===== config.mk =====
export PLATFORM = sky130hd
export DESIGN_NAME = mqtt_packet_deframer_top
export DESIGN_NICKNAME = d
export VERILOG_FILES = /design/src/hw/rtl/mpd_pkg.sv /design/src/hw/rtl/mpd_parse.sv /design/src/hw/rtl/mqtt_packet_deframer_top.sv
export SDC_FILE = /design/constraint.sdc
export NUM_CORES = 1
export LEC_CHECK = 0
export BUFFER_PORTS_ARGS = -buffer_cell sky130_fd_sc_hd__buf_2
export CORE_ASPECT_RATIO = 0.5
export CORE_MARGIN = 3
export CORE_UTILIZATION = 55
export CTS_CLUSTER_SIZE = 12
export DETAILED_ROUTE_END_ITERATION = 12
export GPL_ROUTABILITY_DRIVEN = 0
export PLACE_DENSITY = 0.74
export SLEW_MARGIN = 20
export SYNTH_ARGS = -nofsm -noshare
export SYNTH_HDL_FRONTEND = slang
export SYNTH_SLANG_ARGS = --single-unit

===== constraint.sdc =====
create_clock -name clock -period 17.4 [get_ports clock]
set_input_delay 0.87 -clock clock [delete_from_list [all_inputs] [get_ports clock]]
set_output_delay 0.87 -clock clock [all_outputs]
set_load 0.02 [all_outputs]

===== src/hw/rtl/mpd_pkg.sv =====
// shared types and codes for the mqtt fixed-header deframer
// used by mpd_parse and mqtt_packet_deframer_top; no dependencies
package mpd_pkg;

   localparam int unsigned LEN_W = 28;

   localparam logic [LEN_W-1:0] MAX_LEN_RESET = 28'd4094;

   // parser phases
   localparam logic [1:0] PH_CTRL = 2'd0;
   localparam logic [1:0] PH_LEN  = 2'd1;
   localparam logic [1:0] PH_BODY = 2'd2;
   localparam logic [1:0] PH_SKIP = 2'd3;

   // byte kinds
   localparam logic [2:0] KIND_CTRL      = 3'd0;
   localparam logic [2:0] KIND_LEN_DIGIT = 3'd1;
   localparam logic [2:0] KIND_TOPIC_LEN = 3'd2;
   localparam logic [2:0] KIND_TOPIC     = 3'd3;
   localparam logic [2:0] KIND_PKT_ID    = 3'd4;
   localparam logic [2:0] KIND_PAYLOAD   = 3'd5;

   // error codes
   localparam logic [1:0] ERR_NONE     = 2'd0;
   localparam logic [1:0] ERR_LEN_LONG = 2'd1;
   localparam logic [1:0] ERR_OVERSIZE = 2'd2;

   // response kinds
   localparam logic [2:0] RESP_NONE     = 3'd0;
   localparam logic [2:0] RESP_CONNACK  = 3'd1;
   localparam logic [2:0] RESP_PINGRESP = 3'd2;
   localparam logic [2:0] RESP_SUBACK   = 3'd3;
   localparam logic [2:0] RESP_PUBACK   = 3'd4;
   localparam logic [2:0] RESP_CLOSE    = 3'd5;

   // packet types (upper nibble of control byte)
   localparam logic [3:0] PT_CONNECT    = 4'h1;
   localparam logic [3:0] PT_PUBLISH    = 4'h3;
   localparam logic [3:0] PT_SUBSCRIBE  = 4'h8;
   localparam logic [3:0] PT_PINGREQ    = 4'hC;
   localparam logic [3:0] PT_DISCONNECT = 4'hE;

   typedef struct packed {
      logic [1:0]       phase;
      logic [7:0]       ctrl;
      logic [LEN_W-1:0] len_acc;
      logic [1:0]       digit_cnt;
      logic [LEN_W-1:0] bytes_left;
      logic [LEN_W-1:0] body_pos;
      logic [15:0]      topic_size;
      logic [15:0]      pkt_id;
   } mpd_state_type;

   typedef struct packed {
      logic [7:0]       data_byte;
      logic [2:0]       byte_kind;
      logic [3:0]       packet_type;
      logic [3:0]       packet_flags;
      logic [LEN_W-1:0] remaining_length;
      logic             end_of_packet;
      logic [1:0]       error_code;
      logic [2:0]       response_kind;
      logic [15:0]      ack_packet_id;
   } mpd_result_type;

endpackage


===== src/hw/rtl/mpd_parse.sv =====
// next-state and result logic of the deframer for one received byte
// depends on mpd_pkg
module mpd_parse (
   input  mpd_pkg::mpd_state_type  cur,
   input  logic [7:0]              rx_byte,
   input  logic [mpd_pkg::LEN_W-1:0] max_len,
   output mpd_pkg::mpd_state_type  nxt,
   output mpd_pkg::mpd_result_type res
);
   import mpd_pkg::*;

   logic [LEN_W-1:0] digit_shifted;
   logic [LEN_W-1:0] acc_sum;
   logic [LEN_W-1:0] left_dec;
   logic [16:0]      topic_end;
   logic [17:0]      id_end;
   logic [3:0]       ptype;
   logic [1:0]       qos;
   logic [15:0]      topic_len_shift;
   logic [15:0]      pkt_id_shift;
   logic             pick;
   logic [LEN_W-1:0] pick_len;
   logic [15:0]      pick_id;

   assign ptype           = cur.ctrl[7:4];
   assign qos             = cur.ctrl[2:1];
   assign left_dec        = cur.bytes_left - LEN_W'(1);
   assign topic_end       = 17'd2 + {1'b0, cur.topic_size};
   assign id_end          = {1'b0, topic_end} + 18'd2;
   assign acc_sum         = cur.len_acc + digit_shifted;
   assign topic_len_shift = {cur.topic_size[7:0], rx_byte};
   assign pkt_id_shift    = {cur.pkt_id[7:0], rx_byte};

   always_comb begin
      case (cur.digit_cnt)
         2'd0: digit_shifted = LEN_W'({rx_byte[6:0]});
         2'd1: digit_shifted = LEN_W'({rx_byte[6:0], 7'd0});
         2'd2: digit_shifted = LEN_W'({rx_byte[6:0], 14'd0});
         default: digit_shifted = {rx_byte[6:0], 21'd0};
      endcase
   end

   always_comb begin
      nxt                  = cur;
      res.data_byte        = rx_byte;
      res.byte_kind        = KIND_CTRL;
      res.end_of_packet    = 1'b0;
      res.error_code       = ERR_NONE;
      res.response_kind    = RESP_NONE;
      res.ack_packet_id    = 16'd0;
      pick                 = 1'b0;

      case (cur.phase)
         PH_LEN: begin
            res.byte_kind = KIND_LEN_DIGIT;
            nxt.len_acc   = acc_sum;
            if (rx_byte[7]) begin
               if (cur.digit_cnt == 2'd3) begin
                  res.error_code = ERR_LEN_LONG;
                  nxt.phase      = PH_CTRL;
               end else begin
                  nxt.digit_cnt = cur.digit_cnt + 2'd1;
               end
            end else if (acc_sum > max_len) begin
               res.error_code = ERR_OVERSIZE;
               nxt.bytes_left = acc_sum;
               nxt.phase      = PH_SKIP;
            end else if (acc_sum == '0) begin
               res.end_of_packet = 1'b1;
               pick              = 1'b1;
               nxt.phase         = PH_CTRL;
            end else begin
               nxt.bytes_left = acc_sum;
               nxt.phase      = PH_BODY;
            end
         end
         PH_BODY: begin
            res.byte_kind = KIND_PAYLOAD;
            if (ptype == PT_PUBLISH) begin
               if (cur.body_pos < LEN_W'(2)) begin
                  res.byte_kind  = KIND_TOPIC_LEN;
                  nxt.topic_size = topic_len_shift;
               end else if (cur.body_pos < LEN_W'(topic_end)) begin
                  res.byte_kind = KIND_TOPIC;
               end else if (qos != 2'd0 && cur.body_pos < LEN_W'(id_end)) begin
                  res.byte_kind = KIND_PKT_ID;
                  nxt.pkt_id    = pkt_id_shift;
               end
            end else if (ptype == PT_SUBSCRIBE) begin
               if (cur.body_pos < LEN_W'(2)) begin
                  res.byte_kind = KIND_PKT_ID;
                  nxt.pkt_id    = pkt_id_shift;
               end
            end
            nxt.body_pos   = cur.body_pos + LEN_W'(1);
            nxt.bytes_left = left_dec;
            if (left_dec == '0) begin
               res.end_of_packet = 1'b1;
               pick              = 1'b1;
               nxt.phase         = PH_CTRL;
            end
         end
         PH_SKIP: begin
            res.byte_kind  = KIND_PAYLOAD;
            nxt.bytes_left = left_dec;
            if (left_dec == '0) begin
               res.end_of_packet = 1'b1;
               nxt.phase         = PH_CTRL;
            end
         end
         default: begin
            nxt.ctrl       = rx_byte;
            nxt.len_acc    = '0;
            nxt.digit_cnt  = 2'd0;
            nxt.bytes_left = '0;
            nxt.body_pos   = '0;
            nxt.topic_size = 16'd0;
            nxt.pkt_id     = 16'd0;
            nxt.phase      = PH_LEN;
         end
      endcase

      // response choice sees the state as updated by this byte
      pick_len = nxt.len_acc;
      pick_id  = nxt.pkt_id;
      if (pick) begin
         case (ptype)
            PT_CONNECT:    res.response_kind = RESP_CONNACK;
            PT_PINGREQ:    res.response_kind = RESP_PINGRESP;
            PT_DISCONNECT: res.response_kind = RESP_CLOSE;
            PT_SUBSCRIBE: begin
               if (pick_len >= LEN_W'(2)) begin
                  res.response_kind = RESP_SUBACK;
                  res.ack_packet_id = pick_id;
               end
            end
            PT_PUBLISH: begin
               if (qos == 2'd1) begin
                  res.response_kind = RESP_PUBACK;
                  res.ack_packet_id = pick_id;
               end
            end
            default: res.response_kind = RESP_NONE;
         endcase
      end

      res.packet_type      = nxt.ctrl[7:4];
      res.packet_flags     = nxt.ctrl[3:0];
      res.remaining_length = nxt.len_acc;
   end

endmodule


===== src/hw/rtl/mqtt_packet_deframer_top.sv =====
// top level of the mqtt 3.1.1 fixed-header deframer: request register,
// parser state, result register; depends on mpd_pkg and mpd_parse
//
// Takes one received stream byte per request and returns one tagged result per
// byte, one byte per clock while no result waits under rsp_stall. A byte is
// captured in the request register, then parsed against the packet state into
// the result register. Both stages advance together whenever the result
// register is empty or being taken; req_stall is high only while a result waits
// under rsp_stall. csr_wr_data sets the longest accepted remaining length
// (reset 4094); write it only while idle.
module mqtt_packet_deframer_top (
   input  logic                        clock,
   input  logic                        reset,
   input  logic                        req_valid,
   output logic                        req_stall,
   input  logic [7:0]                  req_rx_byte,
   output logic                        rsp_valid,
   input  logic                        rsp_stall,
   output logic [7:0]                  rsp_data_byte,
   output logic [2:0]                  rsp_byte_kind,
   output logic [3:0]                  rsp_packet_type,
   output logic [3:0]                  rsp_packet_flags,
   output logic [mpd_pkg::LEN_W-1:0]   rsp_remaining_length,
   output logic                        rsp_end_of_packet,
   output logic [1:0]                  rsp_error_code,
   output logic [2:0]                  rsp_response_kind,
   output logic [15:0]                 rsp_ack_packet_id,
   input  logic                        csr_wr_en,
   input  logic [mpd_pkg::LEN_W-1:0]   csr_wr_data
);
   import mpd_pkg::*;

   logic             advance;
   logic             in_valid_ff;
   logic [7:0]       in_byte_ff;
   logic [LEN_W-1:0] max_len_ff;
   mpd_state_type    state_ff;
   mpd_state_type    state_in;
   mpd_result_type   res_in;
   mpd_result_type   res_ff;
   logic             rsp_valid_ff;

   assign advance   = !(rsp_valid_ff && rsp_stall);
   assign req_stall = !advance;

   mpd_parse u_parse (
      .cur     (state_ff),
      .rx_byte (in_byte_ff),
      .max_len (max_len_ff),
      .nxt     (state_in),
      .res     (res_in)
   );

   always_ff @(posedge clock) begin
      if (reset) begin
         max_len_ff <= MAX_LEN_RESET;
      end else if (csr_wr_en) begin
         max_len_ff <= csr_wr_data;
      end
   end

   always_ff @(posedge clock) begin
      if (reset) begin
         in_valid_ff  <= 1'b0;
         rsp_valid_ff <= 1'b0;
         state_ff     <= '0;
      end else if (advance) begin
         in_valid_ff  <= req_valid;
         rsp_valid_ff <= in_valid_ff;
         if (in_valid_ff) begin
            state_ff <= state_in;
         end
      end
   end

   // payload registers
   always_ff @(posedge clock) begin
      if (advance) begin
         in_byte_ff <= req_rx_byte;
         if (in_valid_ff) begin
            res_ff <= res_in;
         end
      end
   end

   assign rsp_valid            = rsp_valid_ff;
   assign rsp_data_byte        = res_ff.data_byte;
   assign rsp_byte_kind        = res_ff.byte_kind;
   assign rsp_packet_type      = res_ff.packet_type;
   assign rsp_packet_flags     = res_ff.packet_flags;
   assign rsp_remaining_length = res_ff.remaining_length;
   assign rsp_end_of_packet    = res_ff.end_of_packet;
   assign rsp_error_code       = res_ff.error_code;
   assign rsp_response_kind    = res_ff.response_kind;
   assign rsp_ack_packet_id    = res_ff.ack_packet_id;

endmodule

==> out/results.ini, run 1 <==
[status]
status = completed

[synth]
yosysWarnings = 0
syn_area_sq_um = 14600
synth_top_cells_by_area = dfxtp_1, edfxtp_1, ha_1, nand2_1, nor2_1
syn_avg_cell_area_sq_um = 8.49
yosys.area.top_type_share_pct = 21.7
async_reset_ff_share_pct = 0
ys_seq_area_share_pct = 37.5
synthCells = 1720
yosys.area.top_type = dfxtp_1
synth_edf_count = 77
synth_flop_cell = dfxtp_1
yosysMostFrequentCell = nand2_1
yosysUniqueCellTypes = 94
syn_nets = 1864
synthTopCellsByCount = nand2_1, nor2_1, dfxtp_1
ys_ff_latch = 235

[die]
rows = 41
dieArea_sq_um = 28700
start_util_pct = 56.9
die_h_microns = 121
num_io_pins = 112
core-area_sq_um = 25600
dieWidth_microns = 236

[clock_network]
clk_latency_ps = 540
hold_buffers = 0
post_cts_resized = 0
cts_tree = done
cts.reportedPaths.clkPinSlew_ps = 70
htreeDepth = 1
numCtsBuffers = 24
clockBufferDepth = 3
clockRootBuffer = clkbuf_16
postCtsSetupBuffers = 0
cts_sinks = 235

[setup_path]
r2r_end = state_ff[63]
path_cells = ha_1 -> nor2b_1 -> and2_1 -> ha_1 -> nand4_1 -> a211oi_1 -> and2_1 -> nor4_1 -> nor2_1 -> ha_1 -> nand4_1 -> nor4_1 -> nand2_1 -> or3_1 -> o211ai_1 -> o2111ai_1 -> nor4_1 -> nand4_2 -> nand2_2 -> mux2i_1 -> o22ai_1
cp_max_fo = 37
cpPeakStageDelay_ps = 690
cp_slowest_cell = nor4_1
r2r_slack_ps = 10050
cp_data_required_time_ps = 17800
crit_start = state_ff[88]
arrival_ps = 7750
cp_top_family = simple AND/OR/NAND/NOR gates
cp_num_buf_inv = 0
crit_path_end = state_ff[63]
r2r_start = state_ff[88]
crit_path_start_kind = flip-flop
critical_path_class = flip-flop to flip-flop
path_depth = 21
r2r_cells = 21
crit_path_end_kind = flip-flop

[sta]
fin_worst_skew_ps = 15.8
rsz0062_at_grt = false
hold_violations = 0
fin_crit_ps = 7350
final_max_slew_viol_count = 0
fin_tns_setup_ps = 0
fmax_mhz = 136
finalCritPeriodShare_pct = 42.2
tightest_slew_ps = 1150
finalSetupViolations = 0
slew_headroom_pct = 22.6

[drt]
viasPerCell = 6.39
vias = 13668
drtAntennaViolNets = 0
dr.pass1.iters = 6
avgRoutedWirePerCell_microns = 20.3
drc = 0
drt_iter0_markers = 1692
routed_wl_mm = 43.5

[global_routing]
grt_max_degree = 73
track_usage_pct = 29.7
overflow = 0
antenna_found_initial = 1
grt_pass1_wl_mm = 68.7
grt_pass1_vias = 12958

[power]
switching_power_w = 0.000325
p_clk_share_pct = 39.6
cellPowerDensity_nw_per_um2 = 75.9
seq_power_share_pct = 49.1
p_int_w = 0.000891
leakagePower_nw = 6.41
p_sw_share_pct = 26.7
p_comb_share_pct = 11.3
peakVddDrop_v = 0.0000624

[cells_and_area]
fin_nets = 1925
post-route-cell-area_sq_um = 16000
final_layout_size_suffix_gt1_share_pct = 10.7
antenna_cells = 0
syn2layout_area_growth_pct = 9.69
instances_no_fill = 2140

[place]
place_hpwl_mm = 31.5
place_area_sq_um = 15300
post-place-cells = 2099
io_buffers = 111

[min_path]
worstHoldPathType = flip-flop to flip-flop

[run]
max-cap-violations = 0

[how the worst min path moves through the flow]
| stage | start | end | slack [ps] | cells past startpoint |
|---|---|---|---|---|
| 3_5_place_dp | state_ff[121] | state_ff[121] | 450 | 2 |
| 5_1_grt | req_rx_byte[0] | in_byte_ff[0] | 490 | 1 |
| 2_1_floorplan | state_ff[118] | state_ff[118] | 430 | 2 |
| 3_3_place_gp | state_ff[118] | state_ff[118] | 440 | 2 |
| 6_report | state_ff[121] | state_ff[121] | 470 | 2 |
| 4_1_cts | state_ff[121] | state_ff[121] | 470 | 2 |
[layer usage]
metal	wire length [microns]	track usage, %	vias up
met5	0	0	-
met4	2140	12.7	0
met3	4310	7.33	187
met2	18900	47.0	687
met1	18200	38.9	6437
li1	-	-	6357
[cells by family (layout without fill, tap and decap cells)]
logic type	after synthesis	after routing	share of synthesized area, %
AO/OA/AOI/OAI	405	405	18.7
flip-flops	235	235	37.5
other	1	1	0.0257
AND/OR/NAND/NOR	711	711	23.7
buffers and inverters	156	232	4.24
multiplexers	31	31	2.18
adder cells (fa/ha/maj)	104	104	8.95
XOR/XNOR	77	77	4.62
[cell type report]
cell class / count / area [sq um]
Clock buffer: 37 / 671
Fill cell: 2237 / 9630
Clock inverter: 4 / 22.5
Tap cell: 344 / 430
Multi-Input combinational cell: 1329 / 8520
Timing Repair Buffer: 122 / 641
Sequential cell: 235 / 5480
Inverter: 69 / 262
[power groups by stage]
stage	sequential [W]	combinational, W	clock, W
after floorplan	0.000611	0.0000877	0
after global placement	0.000608	0.000131	0
after detailed placement	0.000608	0.000134	0
after CTS	0.000597	0.000135	0.000486
after global routing	0.000598	0.000149	0.000511
final	0.000597	0.000138	0.000481
[worst min-delay path, delay by kind of cell, from the launching register on]
family             cells  cell delay, ps
and+or+nand+nor        1              50
DFF                    1             320
AOI/OAI and AO/OA      1              50
[sequential cells by signal, summed over array words and instances, names as in the netlist]
register	flops
in_byte_ff	8
in_valid_ff	1
max_len_ff	28
rsp_ack_packet_id	16
rsp_byte_kind	3
rsp_data_byte	8
rsp_end_of_packet	1
rsp_error_code	2
rsp_packet_flags	4
rsp_packet_type	4
rsp_remaining_length	28
rsp_response_kind	3
rsp_valid	1
state_ff	128
[cells in the final DEF, fill, tap and decap left out, types with 42 or more instances in the layout]
cell,count
a21oi_1,127
edfxtp_1,77
nand3_1,56
nor2_1,173
xor2_1,42
and2_1,42
inv_1,67
buf_2,110
dfxtp_1,158
nor3_1,45
ha_1,102
o21ai_0,48
nand2_1,215
[stage by stage]
step	total power, W	utilization (%)	setup slack [ps]	hold WS, ps
finish	0.00122	62.4	10050	475
global route	0.00126	62.4	9830	489
CTS	0.00122	62.4	10410	471
detailed placement	0.000742	59.7	10450	448
floorplan	0.000698	-	11850	434
global placement	0.000738	59.7	10750	440
Power figures use the tool's default switching activity.
==> run 2, diff against run 1 <==
PLACE_DENSITY = 0.77   (was 0.74)
clock period = 6.6 ns   (was 17.4 ns; I/O delays follow)
==> run 2 against run 1 <==
Net effect:
- clock power grew to 2.7 times the previous value
- core utilization is 1.4 points higher
- die area stayed put
- register-to-register slack worse by 9900 ps
- sequential share of layout area is 0.73 points lower
- global-route usage is 0.13 points lower
- routed wire length is 1.9% higher
- final cell count is 1.3% higher
- worst hold slack worse by 470 ps
- highest routed layer is now met5
==> out/results.ini, run 2 (synthesis results as in run 1) <==
[setup_path]
arrival_ps = 6840  ; -910 ps
critical_path_class = flip-flop to flip-flop
crit_path_start_kind = flip-flop
crit_path_end_kind = flip-flop
cp_data_required_time_ps = 6970  ; -10830 ps
cp_max_fo = 16  ; -57%

[clock_network]
cts.reportedPaths.clkPinSlew_ps = 60  ; about the same
htreeDepth = 1  ; unchanged
clockRootBuffer = clkbuf_16
clk_latency_ps = 550  ; about the same
numCtsBuffers = 24  ; unchanged
cts_tree = done
cts_sinks = 235  ; unchanged
clockBufferDepth = 3  ; unchanged
postCtsSetupBuffers = 0  ; unchanged

[cells_and_area]
layout_commonest_cell = nand2_1
syn2layout_area_growth_pct = 12.1
final_core_util_pct = 63.8  ; +1.4 points
largest_reg_flops = 128  ; unchanged
fin_nets = 1952  ; +1.4%
final_cell_mix = nand2_1, nor2_1, dfxtp_1, a21oi_1, buf_2
post-route-cell-area_sq_um = 16400  ; +2.2%
regMostFlops = state_ff
final_layout_size_suffix_gt1_share_pct = 12.2  ; +1.4 points

[power]
switching_power_w = 0.000865  ; +170%
p_clk_share_pct = 40.1  ; +0.5 points
seq_power_share_pct = 48.1  ; -1.0 points
leakagePower_nw = 6.56  ; +2.3%
peakVddDrop_v = 0.000147  ; +140%
cellPowerDensity_nw_per_um2 = 200  ; +160%
p_sw_share_pct = 26.5  ; -0.24 points
p_comb_share_pct = 11.8  ; +0.5 points
p_int_w = 0.00240  ; +170%

[die]
rows = 41  ; unchanged
start_util_pct = 56.9  ; unchanged
die_h_microns = 121  ; unchanged
num_io_pins = 112  ; unchanged
dieWidth_microns = 236  ; unchanged
dieArea_sq_um = 28700  ; unchanged
core-area_sq_um = 25600  ; unchanged

[sta]
final_max_slew_viol_count = 0  ; unchanged
fin_worst_skew_ps = 19.8  ; +3.99 ps
fmax_mhz = 155  ; +14%
holdWs_ps = 4.52  ; -470 ps
finalCritPeriodShare_pct = 97.9  ; +56 points
tightest_slew_ps = 1230  ; +76.1 ps
hold_violations = 0  ; unchanged
finalSetupViolations = 0  ; unchanged
fin_crit_ps = 6460  ; -886 ps
fin_tns_setup_ps = 0  ; unchanged
slew_headroom_pct = 17.5  ; -5.1 points

[global_routing]
overflow = 0  ; unchanged
grt_pass1_vias = 12483  ; -3.7%
antenna_found_initial = 1  ; unchanged
track_usage_pct = 29.5  ; -0.13 points
grt_pass1_wl_mm = 68.0  ; -1.1%
grt_max_degree = 90  ; +23%

[place]
place_area_sq_um = 15400  ; +0.83%
place_hpwl_mm = 31.8  ; +0.91%
io_buffers = 111  ; unchanged

[drt]
routed_wl_mm = 44.4  ; +1.9%
viasPerCell = 6.43  ; +0.74%
dr.pass1.iters = 6  ; unchanged
drc = 0  ; unchanged
drtAntennaViolNets = 0  ; unchanged
vias = 13949  ; +2.1%
drt_iter0_markers = 1737  ; +2.7%
avgRoutedWirePerCell_microns = 20.5  ; +0.56%

[run]
max-cap-violations = 0  ; unchanged

[status]
status = completed

[min_path]
worstHoldPathType = primary input to flip-flop

-- run 2: worst paths after layout --
check	start	to	slack, ps	cells after the start
hold / removal	csr_wr_data[5]	max_len_ff[5]	5	3
setup / recovery	state_ff[88]	rsp_ack_packet_id[6]	140	23
hold reg to reg	state_ff[121]	state_ff[121]	460	2
setup reg to reg	state_ff[88]	rsp_ack_packet_id[6]	140	23
-- run 2: routing by layer --
layer / part of all wire (%) / wire (microns) / track usage (%)
met5: 0.025 / 11 / 0
met4: 4.1 / 1840 / 11.2
met3: 10 / 4420 / 6.29
met2: 43 / 19100 / 45.6
met1: 43 / 19000 / 40.9
-- run 2: power by group through the flow --
stage               clock network (W)  registers [W]  logic, W
finish                        0.00131        0.00157  0.000384
global route                  0.00138        0.00157  0.000413
CTS                           0.00133        0.00157  0.000373
detailed placement                  0        0.00160  0.000364
global placement                    0        0.00160  0.000361
floorplan                           0        0.00161  0.000231
-- run 2: area by class of cell --
type / instances / area, sq um
Clock inverter: 3 / 45.0
Clock buffer: 38 / 674
Multi-Input combinational cell: 1329 / 8590
Antenna cell: 1 / 2.50
Timing Repair Buffer: 149 / 886
Fill cell: 2234 / 9280
Sequential cell: 235 / 5480
Tap cell: 344 / 430
Inverter: 69 / 262
-- run 2: stage by stage --
step	total power (W)	worst slack, ps	std cells
2_1_floorplan	0.00184	1050	1720
3_3_place_gp	0.00196	1.20	2114
3_5_place_dp	0.00196	-110	2114
4_1_cts	0.00327	0.736	2167
5_1_grt	0.00337	-145	2167
6_report	0.00327	139	2168
-- run 2: timing repair --
action                     4_1_cts  5_1_grt
setup endpoints to repair       26       49
hold endpoints to repair        12        0
hold buffers                    12        0
gates resized for setup          1       16
-- run 2: worst max-delay path, stage by stage (launching register included) --
cell	delay, ps
dfxtp_1	430
inv_1	90
ha_1	190
nor2b_1	130
buf_4	150
and2_1	160
ha_1	400
a21oi_2	290
o211ai_1	210
and2_1	250
nor4_2	370
nor2_2	160
ha_1	350
nand4_1	260
nor4_4	450
nand2_1	160
or3_1	400
o211ai_1	300
o2111ai_1	200
nor4_2	300
and4_1	360
o21ai_1	160
a21o_2	340
nor2_1	180
